==> config.mk <==
export PLATFORM = sky130hd
export DESIGN_NAME = cis_cell
export DESIGN_NICKNAME = d
export VERILOG_FILES = /design/src/rtl/cis_pkg.sv /design/src/rtl/cis_cell.sv
export SDC_FILE = /design/constraint.sdc
export NUM_CORES = 1
export LEC_CHECK = 0
export BUFFER_PORTS_ARGS = -buffer_cell sky130_fd_sc_hd__buf_4
export CORE_MARGIN = 10
export CORE_UTILIZATION = 45
export DETAILED_ROUTE_END_ITERATION = 8
export GPL_ROUTABILITY_DRIVEN = 0
export PLACE_DENSITY = 0.86
export SYNTH_ARGS = -nofsm -noshare
export SYNTH_HDL_FRONTEND = slang
export SYNTH_SLANG_ARGS = --single-unit
export TNS_END_PERCENT = 5
==> constraint.sdc <==
create_clock -name i_clk -period 6.5 [get_ports i_clk]
set_input_delay 0.975 -clock i_clk [delete_from_list [all_inputs] [get_ports i_clk]]
set_output_delay 0.975 -clock i_clk [all_outputs]
set_load 0.02 [all_outputs]
==> src/rtl/cis_pkg.sv <==
package cis_pkg;

    localparam int MAX_ENTRIES  = 256;
    localparam int PATTERN_BITS = 28;
    localparam int IDX_W        = $clog2(MAX_ENTRIES);
    localparam int CNT_W        = IDX_W + 1;
    localparam int Q_W          = 17;
    localparam int CELLS        = IDX_W;

    localparam logic [Q_W-1:0]   ONE_Q16   = Q_W'(65536);
    localparam logic [Q_W-1:0]   GAP_LIMIT = Q_W'(33);
    localparam logic [CNT_W-1:0] CNT_MAX   = CNT_W'(MAX_ENTRIES);

    typedef enum logic [1:0] {
        ST_LOAD_OK   = 2'd0,
        ST_SAMPLE_OK = 2'd1,
        ST_NO_MATCH  = 2'd2,
        ST_GAP_ERR   = 2'd3
    } t_status;

    typedef enum logic {
        OP_LOAD   = 1'b0,
        OP_SAMPLE = 1'b1
    } t_op;

    typedef struct packed {
        t_op                     op;
        logic [IDX_W-1:0]        entry_index;
        logic [Q_W-1:0]          mass;
        logic [15:0]             category_id;
        logic [PATTERN_BITS-1:0] pattern;
        logic [Q_W-1:0]          uniform_value;
    } t_in_item;

    typedef struct packed {
        t_status                 status;
        logic [IDX_W-1:0]        ordinal;
        logic [15:0]             chosen_id;
        logic [PATTERN_BITS-1:0] chosen_pattern;
        logic [Q_W-1:0]          cumulative;
    } t_out_item;

    typedef struct packed {
        logic [Q_W-1:0]          cdf;
        logic [15:0]             id;
        logic [PATTERN_BITS-1:0] pattern;
    } t_entry;

    // search interval handed from cell to cell
    typedef struct packed {
        logic             valid;
        logic             probe;
        logic [IDX_W-1:0] lo;
        logic [IDX_W-1:0] hi;
        logic [IDX_W-1:0] mid;
        logic [Q_W-1:0]   r;
    } t_tok;

    function automatic t_tok make_tok(logic v, logic [IDX_W-1:0] lo,
                                      logic [IDX_W-1:0] hi, logic [Q_W-1:0] r);
        t_tok t;
        t.valid = v;
        t.lo    = lo;
        t.hi    = hi;
        t.r     = r;
        t.probe = (lo < hi);
        t.mid   = lo + ((hi - lo) >> 1);
        return t;
    endfunction

    function automatic logic [IDX_W-1:0] tok_addr(t_tok t);
        return t.probe ? t.mid : t.lo;
    endfunction

endpackage

==> src/rtl/cis_cell.sv <==
module cis_cell (
    input  logic                      i_clk,
    input  logic                      i_rst_n,
    input  cis_pkg::t_tok             i_tok,
    input  logic [cis_pkg::Q_W-1:0]   i_rd_cdf,
    output cis_pkg::t_tok             o_tok,
    output logic [cis_pkg::IDX_W-1:0] o_addr
);
    import cis_pkg::*;

    t_tok             r_tok;
    logic [IDX_W-1:0] lo;
    logic [IDX_W-1:0] hi;

    always_ff @(posedge i_clk) begin
        if (!i_rst_n) begin
            r_tok.valid <= 1'b0;
        end else begin
            r_tok <= i_tok;
        end
    end

    always_comb begin
        lo = r_tok.lo;
        hi = r_tok.hi;
        if (r_tok.probe) begin
            if (r_tok.r > i_rd_cdf) begin
                lo = r_tok.mid + IDX_W'(1);
            end else begin
                hi = r_tok.mid;
            end
        end
        o_tok  = make_tok(r_tok.valid, lo, hi, r_tok.r);
        o_addr = tok_addr(o_tok);
    end

endmodule

# Word-level counts from Yosys, hierarchy flattened
# Cells that the tools add are included.
classes:
  order_cmp: 2
  mux: 5
  n_addsub: 3
op_table:
  columns: ["op", "count"]
  rows:
  - ["8-bit two-way mux", 5]
  - ["17-bit > comparator", 1]
  - ["8-bit by 1-bit adder with 8-bit output, second input constant", 1]
  - ["8-bit by 7-bit adder with 8-bit output", 1]
  - ["8-bit < comparator", 1]
  - ["8-bit subtractor", 1]
totals:
  regBits: 43
  in_bits: 62
  wordCells: 16

# Longest topological paths before layout
# Gate-level depths: netlist (run 1).
logic_depth:
  ltp_word: 6
  ltp_mapped: 23

# Worst setup path before layout (run 1)
# Ideal clock, no wire load.
synth_timing:
  path_kind: "input -> output"
  startpoint: "input i_rd_cdf[10] (netlist bit)"
  endpoint: "output o_addr[6] (netlist bit)"
  cell_stages: 22
  t_arrival_ns: 5.127
  path_buffers: 0
  setup_slack_ns: 0.398
  cell_sequence: "inv_1 ha_1 a21oi_1 nor2_1 a211oi_1 o221ai_2 o211ai_4 mux2i_1 ha_1 inv_1 a21o_1 a21oi_1 o21bai_1 a21oi_1 xnor2_1 ha_1 inv_1 o21bai_1 a21oi_1 xnor2_1 nand2_1 o21ai_0"
synth_lines:
  columns: ["element", "line", "text"]
  rows:
  - ["from (decl)", "cis_cell.sv:5", "input logic [cis_pkg::Q_W-1:0] i_rd_cdf,"]
  - ["to (decl)", "cis_cell.sv:7", "output logic [cis_pkg::IDX_W-1:0] o_addr"]

# Final worst setup path (run 1)
layout_timing:
  startpoint: "input i_rd_cdf[12] (netlist bit)"
  endpoint: "output o_addr[7] (netlist bit)"
layout_via:
  elab_chain_len: 6
layout_lines:
  columns: ["element", "line", "text"]
  rows:
  - ["17-bit > comparator *", "cis_cell.sv:27", "if (r_tok.r > i_rd_cdf) begin"]
  - ["8-bit two-way mux", "cis_cell.sv:27", null]
  - ["8-bit two-way mux", "cis_cell.sv:26", "if (r_tok.probe) begin"]
  - ["8-bit subtractor", "cis_pkg.sv:67", "t.mid = lo + ((hi - lo) >> 1);"]
  - ["8-bit by 7-bit adder with 8-bit output", "cis_pkg.sv:67", null]
  - ["8-bit two-way mux *", "cis_pkg.sv:72", "return t.probe ? t.mid : t.lo;"]
# Every way passes the cells marked *; elsewhere a longest branch is shown, timed or not.

==> impl_metrics.ini, run 1 <==
[outcome]
status = finished, final reports clean

[critical_path]
worstPathArrival_ps = 5220
cp-start-kind = input pin
slowest_stage = mux2_2
worst-setup-path-type = input pin to output port
crit_required_ps = 5520
path_common_cell = ha_1
worst_path_largest_cell_delay_ps = 380
end_kind = output port
crit_path_end = o_addr[7]
critPathMaxFanout = 7
crit_chain = buf_4 -> inv_1 -> ha_1 -> nand4_1 -> nor2_4 -> nand2_1 -> o221ai_2 -> o21ai_0 -> nand2_2 -> mux2_2 -> ha_1 -> a21o_1 -> a21oi_1 -> o21bai_1 -> a21oi_1 -> o21ai_0 -> xor2_1 -> ha_1 -> a2111oi_1 -> nor3_1 -> nand2_1 -> xnor2_2 -> buf_4
startpoint = i_rd_cdf[12]

[die]
core_um2 = 6030
start_util_pct = 47.4
rows = 28
die_height_um = 99.6
die-width_um = 99.6
die_area_um2 = 9930
io-pin-count = 113

[cts]
numClockSinks = 43
cts-root-buf = clkbuf_8
cts_buffers = 5
tritoncts = built
clk_pin_slew_ps = 80
clock_path_buffers = 2
h-tree-depth = 2
cts_hold_buf = 0

[synthesis]
synth_seq_cells = 43
postSynthCellCount = 247
ys_seq_area_share_pct = 44.9
yosys_warnings = 0
ys.flop_type = edfxtp_1
synth-edff-count = 42
ys_async_sr_fraction_pct = 0
syn_nets = 344
avgSynthCellArea_um2 = 11.6
yosysUniqueCellTypes = 35
netlist_area_um2 = 2850

[sta]
fin_crit_sh_pct = 95.3
finalSetupViolations = 0
period_needed_ps = 6190
max_freq_mhz = 161
slew_headroom_pct = 64.4
finalMaxSlewViolations = 0
whs_ps = 852
tightest_slew_ps = 534
finalHoldViolCount = 0

[global_routing]
grt_use_met1_pct = 13.2
gr-total-overflow = 0
grt_max_degree = 44
antenna_found_initial = 0
busiest_layer = met2
met3_usage_pct = 5.33
grt_usage_pct = 13.7
grt_pass1_vias = 2321
grt_pass1_wl_um = 11100
grt.met2_usage_pct = 25.9

[final_layout]
fill_cells = 480
final_core_util_pct = 63.5
n_antenna_cell = 0
drive_above_1_share_pct = 41.1
syn_to_final_growth_pct = 34.0
fin_area_um2 = 3820
fin_cells = 430
nNetsFinal = 451

[drt]
detail-route-antenna-nets = 0
routed-via-count = 2144
drt_iter0_drc = 78
vias_per_cell = 4.99
wl_um = 7170
drc = 0
routedWlPerCell_um = 16.7
drt_first_pass_iters = 4

[placed_design]
post-place-cells = 417
io_buffers = 112
dp_hpwl_um = 6050
placed_area_um2 = 3660

[pwr]
p_leak_uw = 0.00184
p_per_area_nw_per_um2 = 330
peakVddDrop_mv = 0.431

[job]
drv_cap = 0

[worst_hold_path]
hold_path.class = input pin to flip-flop
## flip-flops by register name (all words and copies together), names as in the netlist
| register | flops |
|---|---|
| r_tok | 25 |
| o_tok | 18 |
## cells in the mapped netlist (2+ instances only)
cell | count | area (um^2)
a21oi_1 | 14 | 70.1
ha_1 | 33 | 413
fa_1 | 2 | 40.0
xnor2_1 | 13 | 114
mux2_2 | 9 | 101
xor2_1 | 5 | 43.8
nor3_1 | 3 | 15.0
a21o_1 | 4 | 30.0
nand4_1 | 4 | 25.0
o21ai_0 | 9 | 45.0
inv_1 | 32 | 120
nor2_1 | 7 | 26.3
buf_4 | 18 | 135
and3_1 | 2 | 12.5
mux2i_1 | 10 | 100
o21bai_1 | 4 | 30.0
nand3_1 | 7 | 35.0
nand2_1 | 12 | 45.0
a211oi_1 | 2 | 15.0
edfxtp_1 | 42 | 1260
## layer usage
layer	vias to the layer above	wire length, um
met5	-	0
met4	0	100
met3	8	610
met2	75	3780
met1	980	2670
li1	1081	-
## metrics by stage
| step | worst slack, ps | power [uW] | TNS [ps] |
|---|---|---|---|
| final | 305 | 1260 | 0 |
| after global routing | -14.5 | 1350 | -23.2 |
| after CTS | 88.2 | 1260 | 0 |
| after detailed placement | 103 | 1100 | 0 |
| after global placement | 225 | 1070 | 0 |
| after floorplan | 398 | 828 | 0 |
## power breakdown
part           total, uW  internal (uW)  switching [uW]
combinational        758            337             421
clock                164           75.1            88.6
sequential           342            329            13.2
total               1260            741             523
## worst min path at each step
stage              start        end  slack [ps]  cells past startpoint
6_report       i_tok[31]  r_tok[31]         850                      1
3_5_place_dp   i_tok[14]  o_tok[14]        1150                      1
3_3_place_gp    i_tok[3]   o_tok[3]        1150                      1
5_1_grt        i_tok[17]  r_tok[17]         830                      1
2_1_floorplan   i_tok[0]   o_tok[0]        1070                      0
4_1_cts        i_tok[38]  r_tok[38]         850                      1
## kinds of logic after synthesis
family          Yosys count  synth area share, %
fa+ha+maj                35                 15.9
simple gates             39                 6.66
mux                      20                 7.58
buf+inv                  51                 9.08
xor+xnor                 19                 6.09
compound gates           40                 9.82
flops                    43                 44.9
## repair_timing
action | CTS | global route
gates resized for setup | 0 | 7
endpoints found under the hold margin | 0 | 0
buffers inserted | 0 | 5
setup endpoints to repair | 0 | 5
## critical path: cells and delay by family
kind / cells / cell delay [ps]
muxes: 1 / 380
AOI/OAI and AO/OA: 8 / 1550
adders and majority gates: 3 / 830
and+or+nand+nor: 6 / 950
buffers and inverters: 3 / 260
xor gates and xnor gates: 2 / 270
## layout by cell type (no fill, tap or decap), drive strengths merged, types with 2 or more instances in the layout
| master | n |
|---|---|
| and3 | 2 |
| nor3 | 3 |
| a211oi | 3 |
| xor2 | 5 |
| nand4 | 5 |
| a21o | 4 |
| a21oi | 14 |
| clkbuf | 6 |
| xnor2 | 14 |
| mux2i | 10 |
| mux2 | 10 |
| o21ai | 10 |
| nand3 | 7 |
| o21bai | 4 |
| buf | 119 |
| fa | 2 |
| edfxtp | 42 |
| ha | 33 |
| inv | 32 |
| nand2 | 13 |
| nor2 | 7 |
## layout make-up
type | count | area, um^2 | area share [%]
Multi-Input combinational cell | 153 | 1350 | 35.3
Tap cell | 75 | 93.8 | 2.45
Clock buffer | 6 | 72.6 | 1.90
Timing Repair Buffer | 119 | 893 | 23.4
Clock inverter | 2 | 12.5 | 0.327
Sequential cell | 43 | 1280 | 33.5
Inverter | 32 | 120 | 3.14
Power figures use the tool's default switching activity.
==> run 2, diff against run 1 <==
- CTS_BUF_LIST: not set -> sky130_fd_sc_hd__clkbuf_8
==> run 2 against run 1 <==
  * Global-route usage did not move
  * Count of clock-buffer cells in the layout down 1
  * Via count unchanged
  * Routed wire length is essentially flat
  * Non-clock buffer count is the same
  * Highest routed layer unchanged
  * Worst hold slack lost 1.1 ps
  * Worst setup slack unchanged
  * Combinational power about the same
  * Sequential share of layout area stayed put
  * Final cell count unchanged
  * Critical path depth stayed put
  * Die area unchanged
==> impl_metrics.ini, run 2 (synthesis results as in run 1) <==
[drt]
routedWlPerCell_um = 16.7
wl_um = 7170
routed-via-count = 2144
detail-route-antenna-nets = 0
vias_per_cell = 4.99
drt_iter0_drc = 78
drt_first_pass_iters = 4
drc = 0

[placed_design]
io_buffers = 112
dp_hpwl_um = 6050
placed_area_um2 = 3660

[die]
core_um2 = 6030
die_area_um2 = 9930
io-pin-count = 113
rows = 28
die_height_um = 99.6
die-width_um = 99.6
start_util_pct = 47.4

[sta]
fin_crit_sh_pct = 95.3
finalMaxSlewViolations = 0
finalSetupViolations = 0
period_needed_ps = 6190
finalHoldViolCount = 0
tightest_slew_ps = 531
max_freq_mhz = 161
slew_headroom_pct = 64.6

[outcome]
status = finished, final reports clean

[cts]
clk_pin_slew_ps = 80
cts-root-buf = clkbuf_8
numClockSinks = 43
tritoncts = built
h-tree-depth = 2
cts_buffers = 5
cts_hold_buf = 0
clock_path_buffers = 2

[final_layout]
fin_area_um2 = 3820
top_register = r_tok
mostFrequentLayoutCells = 119 x buf_4, 42 x edfxtp_1, 33 x inv_1, 33 x ha_1
drive_above_1_share_pct = 41.1
largest_reg_flops = 25
final_core_util_pct = 63.5
final_common_cell = buf_4
syn_to_final_growth_pct = 34.0
n_antenna_cell = 0
nNetsFinal = 451

[critical_path]
worst-setup-path-type = input pin to output port
critPathMaxFanout = 7
worstPathArrival_ps = 5220
end_kind = output port
cp-start-kind = input pin
crit_required_ps = 5520

[global_routing]
grt_max_degree = 44
grt_usage_pct = 13.7
antenna_found_initial = 0
grt_pass1_wl_um = 11100
gr-total-overflow = 0
grt_pass1_vias = 2321

[worst_hold_path]
hold_path.class = input pin to flip-flop
worstHoldEndpoint = r_tok[31]
worst_hold_path.num_cells = 1
hold_path_startpoint = i_tok[31]

[pwr]
p_per_area_nw_per_um2 = 330
p_leak_uw = 0.00185
peakVddDrop_mv = 0.431

[job]
drv_cap = 0
## run 2: cell types whose count changed in the layout (fill, tap and decap cells not counted), sizes merged
cell	before	now
inv	32	33
clkbuf	6	5
## run 2: worst max-delay path: stages
cell and delay, ps:
buf_4 80, inv_1 30, ha_1 300, nand4_1 240, nor2_4 180, nand2_1 90, o221ai_2 240, o21ai_0 150
nand2_2 180, mux2_2 380, ha_1 300, a21o_1 160, a21oi_1 210, o21bai_1 90, a21oi_1 210, o21ai_0 140
xor2_1 160, ha_1 230, a2111oi_1 350, nor3_1 140, nand2_1 120, xnor2_2 110, buf_4 150
## run 2: what timing repair did
| item | 4_1_cts | 5_1_grt |
|---|---|---|
| gates resized for setup | 0 | 7 |
| setup endpoints to repair | 0 | 5 |
| setup buffers | 0 | 5 |
## run 2: worst max-delay path by stage
stage | slack [ps] | end | startpoint | depth (start not counted)
after floorplan | 400 | o_addr[6] | i_rd_cdf[10] | 22
after global placement | 230 | o_addr[7] | i_rd_cdf[6] | 23
after detailed placement | 100 | o_addr[7] | i_rd_cdf[6] | 23
after CTS | 90 | o_addr[7] | i_rd_cdf[6] | 23
after global routing | -10 | o_addr[6] | i_rd_cdf[12] | 21
final | 310 | o_addr[7] | i_rd_cdf[12] | 23
## run 2: cell type report
cell class / instances / area, um^2
Sequential cell: 43 / 1280
Timing Repair Buffer: 119 / 893
Multi-Input combinational cell: 153 / 1350
Tap cell: 75 / 93.8
Fill cell: 480 / 2200
Clock inverter: 3 / 16.3
Clock buffer: 5 / 68.8
Inverter: 32 / 120
## run 2: power by group
| group | internal, uW | switching, uW | leakage (uW) | total, uW |
|---|---|---|---|---|
| clock | 73.5 | 88.9 | 0.0000453 | 162 |
| sequential | 329 | 13.2 | 0.000419 | 342 |
| combinational | 337 | 421 | 0.00138 | 758 |
| total | 740 | 523 | 0.00185 | 1260 |
## run 2: metrics by stage
stage          std cells  worst slack (ps)  hold WS (ps)  power, uW  TNS (ps)
3_3_place_gp         417               225          1150       1070         0
4_1_cts              425              88.2           845       1260         0
6_report             430               305           851       1260         0
5_1_grt              430             -14.5           834       1350     -23.2
2_1_floorplan        247               398          1070        828         0
3_5_place_dp         417               103          1150       1100         0
## run 2: routing by layer
layer  global-route usage (%)  vias to the layer above  share of wire [%]
li1                         -                     1081                  -
met1                     13.2                      980                 37
met2                     25.9                       75                 53
met3                     5.33                        8                8.5
met4                     4.74                        0                1.4
met5                        0                        -                  0
